`config.mk`:
```
export PLATFORM = sky130hd
export DESIGN_NAME = gfbw_ctrl
export DESIGN_NICKNAME = d
export VERILOG_FILES = /design/src/gaussian_filterbank_bin_weighting_core_defines.svh /design/src/gfbw_pkg.sv /design/src/gfbw_ctrl.sv
export SDC_FILE = /design/constraint.sdc
export NUM_CORES = 1
export LEC_CHECK = 0
export BUFFER_PORTS_ARGS = -buffer_cell sky130_fd_sc_hd__buf_4
export CAP_MARGIN = 20
export CORE_MARGIN = 10
export CORE_UTILIZATION = 40
export CTS_CLUSTER_DIAMETER = 150
export DETAILED_ROUTE_END_ITERATION = 16
export PLACE_DENSITY = 0.75
export SETUP_SLACK_MARGIN = 0.4
export SYNTH_ARGS = -nofsm -noshare
export SYNTH_HDL_FRONTEND = slang
export SYNTH_SLANG_ARGS = --single-unit
```
`constraint.sdc`:
```
create_clock -name clk -period 2.15 [get_ports clk]
set_input_delay 0.3225 -clock clk [delete_from_list [all_inputs] [get_ports clk]]
set_output_delay 0.3225 -clock clk [all_outputs]
set_load 0.005 [all_outputs]
```
`src/gaussian_filterbank_bin_weighting_core_defines.svh`:
```
// Assertion macros shared by the filter bank bin weighting RTL.
`ifndef GAUSSIAN_FILTERBANK_BIN_WEIGHTING_CORE_DEFINES_SVH
`define GAUSSIAN_FILTERBANK_BIN_WEIGHTING_CORE_DEFINES_SVH

// Same-cycle implication, disabled while reset is held.
`define GFBW_ASSERT_IMPL(lbl, clk_s, rstn_s, ante, cons) \
  lbl: assert property (@(posedge clk_s) disable iff (!rstn_s) (ante) |-> (cons)) \
    else $error("gfbw same-cycle check failed");

// Next-cycle implication, disabled while reset is held.
`define GFBW_ASSERT_NEXT(lbl, clk_s, rstn_s, ante, cons) \
  lbl: assert property (@(posedge clk_s) disable iff (!rstn_s) (ante) |=> (cons)) \
    else $error("gfbw next-cycle check failed");

`endif

```
`src/gfbw_pkg.sv`:
```
// Types, commands and constants of the filter bank bin weighting block.
`default_nettype none
package gfbw_pkg;

  typedef enum logic [3:0] {
    ST_IDLE, ST_PMUL, ST_RD, ST_DSQ, ST_WSQ, ST_CHK, ST_DIV, ST_EXP,
    ST_GAIN, ST_MRE, ST_MIM, ST_EMIT
  } state_t;

  typedef enum logic [3:0] {
    OP_NONE, OP_PMUL, OP_RD, OP_DSQ, OP_WSQ, OP_CHK, OP_DIV, OP_EXP,
    OP_GAIN, OP_MRE, OP_MIM, OP_EMIT
  } op_t;

  typedef struct packed {
    op_t        op;
    logic [3:0] step;
  } cmd_t;

  typedef struct packed {
    logic last;
  } status_t;

  localparam int unsigned XBITS = 12;
  localparam logic [3:0] PMUL_LAST = 4'd3;
  localparam logic [3:0] XSTEP_LAST = 4'(XBITS - 1);

  // exp(-2^(k-8)) in Q0.32
  function automatic logic [31:0] exp_coef(input logic [3:0] k);
    logic [31:0] c;
    case (k)
      4'd0:    c = 32'd4278222805;
      4'd1:    c = 32'd4261543596;
      4'd2:    c = 32'd4228380001;
      4'd3:    c = 32'd4162825044;
      4'd4:    c = 32'd4034748382;
      4'd5:    c = 32'd3790295336;
      4'd6:    c = 32'd3344923893;
      4'd7:    c = 32'd2605029347;
      4'd8:    c = 32'd1580030169;
      4'd9:    c = 32'd581260615;
      4'd10:   c = 32'd78665069;
      4'd11:   c = 32'd1440802;
      default: c = 32'd0;
    endcase
    return c;
  endfunction

endpackage
`default_nettype wire

```
`src/gfbw_ctrl.sv`:
```
// Sequencer that steps one bin through every band in use, one band at a time.
`default_nettype none
module gfbw_ctrl
  import gfbw_pkg::*;
(
  input  wire logic    clk,
  input  wire logic    rst_n,
  input  wire logic    go,
  input  wire status_t status,
  output cmd_t         cmd,
  output logic         busy
);

  state_t     state_r, state_nxt;
  logic [3:0] step_r, step_nxt;

  always_ff @(posedge clk) begin
    if (!rst_n) begin
      state_r <= ST_IDLE;
      step_r  <= 4'd0;
    end else begin
      state_r <= state_nxt;
      step_r  <= step_nxt;
    end
  end

  always_comb begin
    state_nxt = state_r;
    step_nxt  = 4'd0;
    cmd.op    = OP_NONE;
    cmd.step  = step_r;
    case (state_r)
      ST_IDLE: begin
        if (go) state_nxt = ST_PMUL;
      end
      ST_PMUL: begin
        cmd.op = OP_PMUL;
        if (step_r == PMUL_LAST) state_nxt = ST_RD;
        else step_nxt = step_r + 4'd1;
      end
      ST_RD: begin
        cmd.op    = OP_RD;
        state_nxt = ST_DSQ;
      end
      ST_DSQ: begin
        cmd.op    = OP_DSQ;
        state_nxt = ST_WSQ;
      end
      ST_WSQ: begin
        cmd.op    = OP_WSQ;
        state_nxt = ST_CHK;
      end
      ST_CHK: begin
        cmd.op    = OP_CHK;
        state_nxt = ST_DIV;
      end
      ST_DIV: begin
        cmd.op = OP_DIV;
        if (step_r == XSTEP_LAST) state_nxt = ST_EXP;
        else step_nxt = step_r + 4'd1;
      end
      ST_EXP: begin
        cmd.op = OP_EXP;
        if (step_r == XSTEP_LAST) state_nxt = ST_GAIN;
        else step_nxt = step_r + 4'd1;
      end
      ST_GAIN: begin
        cmd.op    = OP_GAIN;
        state_nxt = ST_MRE;
      end
      ST_MRE: begin
        cmd.op    = OP_MRE;
        state_nxt = ST_MIM;
      end
      ST_MIM: begin
        cmd.op    = OP_MIM;
        state_nxt = ST_EMIT;
      end
      ST_EMIT: begin
        cmd.op    = OP_EMIT;
        state_nxt = status.last ? ST_IDLE : ST_RD;
      end
      default: state_nxt = ST_IDLE;
    endcase
  end

  assign busy = (state_r != ST_IDLE);

endmodule
`default_nettype wire

```
==> results.toml <==
[critical_path]
crit_buf_inv = 1
r2r-start = "step_r[0]"
r2r-end = "state_r[1]"
crit_path_start_kind = "flip-flop"
crit_fanout = 11
reg2reg_depth = 4
arrival_ps = 1340
worstPathCellList = "or4_4, buf_4"
crit_slowest_cell = "or4_4"
critical_path_required_ps = 1830
crit_path_end_kind = "output port"
rrSetupSlack_ps = 570
crit_start = "state_r[0]"
cp_slowest_stage_delay_ps = 540
worstSetupPathType = "reg2out"
cp_top_family = "simple AND/OR/NAND/NOR gates"

[floorplan]
die_h_um = 56.3
ios = 13
rows = 13
die-area_um2 = 3170
fp.dieW_um = 56.3
initial_utilization_pct = 41.5
coreArea_um2 = 1270

[grt]
antenna_found_initial = 0
grt_max_degree = 13
grt.total_usage_pct = 7.84
grt_pass1_wl_um = 2090
grt_overflow = 0
grt_pass1_vias = 475

[placed_design]
gp_congestion = 0.716
placed_cells = 85
place_hpwl_um = 866
port_buffers = 12

[detailed_routing]
vias = 477
vias_per_cell = 5.42
postRouteAntennaNets = 0
drt-pass1-iter-count = 4
wl_per_cell_um = 12.8
drc = 0
wl_um = 1120
drtIter0Drc = 6

[pwr]
p_leak_uw = 0.000264
switchingPower_uw = 116
p_total_uw = 407
swShare_pct = 28.5
p_int_uw = 291
pwr-share-comb_pct = 26.3
p_clk_share_pct = 28.2
powerDensity_nw_per_um2 = 632
seq_power_share_pct = 45.6
irDropWorstVdd_mv = 0.353

[yosys]
yosysTopAreaCell = "dfxtp_1"
async_flop_share_pct = 0
yosysUniqueCellTypes = 33
yosysMostFrequentCell = "dfxtp_1"
ys_seq_elements = 8
ys_seq_area_share_pct = 30.4
yosys_warnings = 0
synth.top_cell.area_share_pct = 30.4
synthFlopType = "dfxtp_1"
netlist_area_um2 = 527
yosys-top-cells-count = "dfxtp_1, a21oi_1, and2_1"
syn_inst = 61
synth.top_cells.by_area = "dfxtp_1, and2_1, a21oi_1"
synth.avg_cell_area_um2 = 8.64
synth_edf_count = 0
synth_nets = 66

[timing]
rsz0062_at_grt = "false"
drv_slew = 0
setup_viol = 0
setup-tns-final_ps = 0
skew_ps = 2.27
period_share_pct = 77.5
max_slew.worst_pin.slew_ps = 392
hold_viol_final = 0
fmax_mhz = 600
fin_crit_ps = 1670
relSlewSlack_pct = 73.8

[clocking]
post_cts_buffers = 0
cts_resized = 0
tritoncts = "built"
clock-root-buffer = "clkbuf_4"
cts_buffers = 3
clk_latency_ps = 250
cts.clk_slew.worst_paths_ps = 50
cts_buffer_depth = 2
hold_buffers = 0
cts_sinks = 8
h-tree-depth = 1

[min_path]
holdPathEnd = "state_r[2]"
hold_class = "in2reg"
hold_start = "rst_n"
min_path_cells = 2

[flow_run]
cap_violations = 0

[finish]
finalNetCount = 80
syn_to_final_growth_pct = 22.3
drive_gt1_share_pct = 26.0
fin_util_pct = 50.8
diodes = 0
finalNonFillerCells = 88

[outcome]
status = "finished, final reports clean"
[flip-flops by register name, summed over array words and instances (netlist names)]
name	flops
step_r	4
state_r	4
[power by group through the flow]
stage	registers, uW	logic [uW]	clock network, uW
final	186	107	115
after global routing	189	122	131
after CTS	185	109	122
after detailed placement	188	108	0
after global placement	187	107	0
after floorplan	171	84.8	0
[worst max path at each step]
stage                 endpoint  cells past startpoint
global route              busy                      2
CTS                       busy                      2
finish                    busy                      2
detailed placement  state_r[1]                      4
global placement    state_r[1]                      4
floorplan           state_r[1]                      4
[kinds of logic after synthesis]
logic type      share of synthesized area (%)
buf+inv                                  4.99
flops                                    30.4
fa+ha+maj                                2.37
mux                                      1.90
compound gates                           23.0
simple gates                             37.3
[cell usage in the layout, fill, tap and decap left out, types with 3 or more instances in the layout]
| cell | n |
|---|---|
| and2_1 | 4 |
| inv_1 | 3 |
| clkbuf_4 | 3 |
| nor2_1 | 3 |
| dfxtp_1 | 7 |
| nand2b_1 | 3 |
| nand2_1 | 3 |
| buf_4 | 12 |
| a21oi_1 | 4 |
[final cells by class]
class	count	area, um2
well taps	15	18.8
repair buffers	12	90.1
clock buffers	3	22.5
multi-input cells	47	340
inverters	3	11.3
flip-flops and latches	8	161
fillers	120	624
[metrics by stage]
| step | worst slack [ps] | hold slack (ps) | cell area (um2) |
|---|---|---|---|
| global route | 435 | 327 | 644 |
| finish | 485 | 335 | 644 |
| CTS | 442 | 327 | 643 |
| global placement | 616 | 495 | 621 |
| detailed placement | 576 | 495 | 621 |
| floorplan | 701 | 440 | 527 |
[worst register-to-register path: stages, from the launching register on]
cell      delay [ps]
dfxtp_1          380
ha_1             240
or3b_1           410
a221oi_1         340
a22o_1           160
[metal layers]
| layer | vias to the layer above | track usage (%) | part of all wire [%] |
|---|---|---|---|
| met4 | 0 | 2.06 | 0 |
| met2 | 11 | 12.2 | 46 |
| met1 | 220 | 8.81 | 47 |
| met5 | - | 0 | 0 |
| li1 | 246 | - | - |
| met3 | 0 | 4.72 | 6.7 |
(Power assumes the default switching activity.)
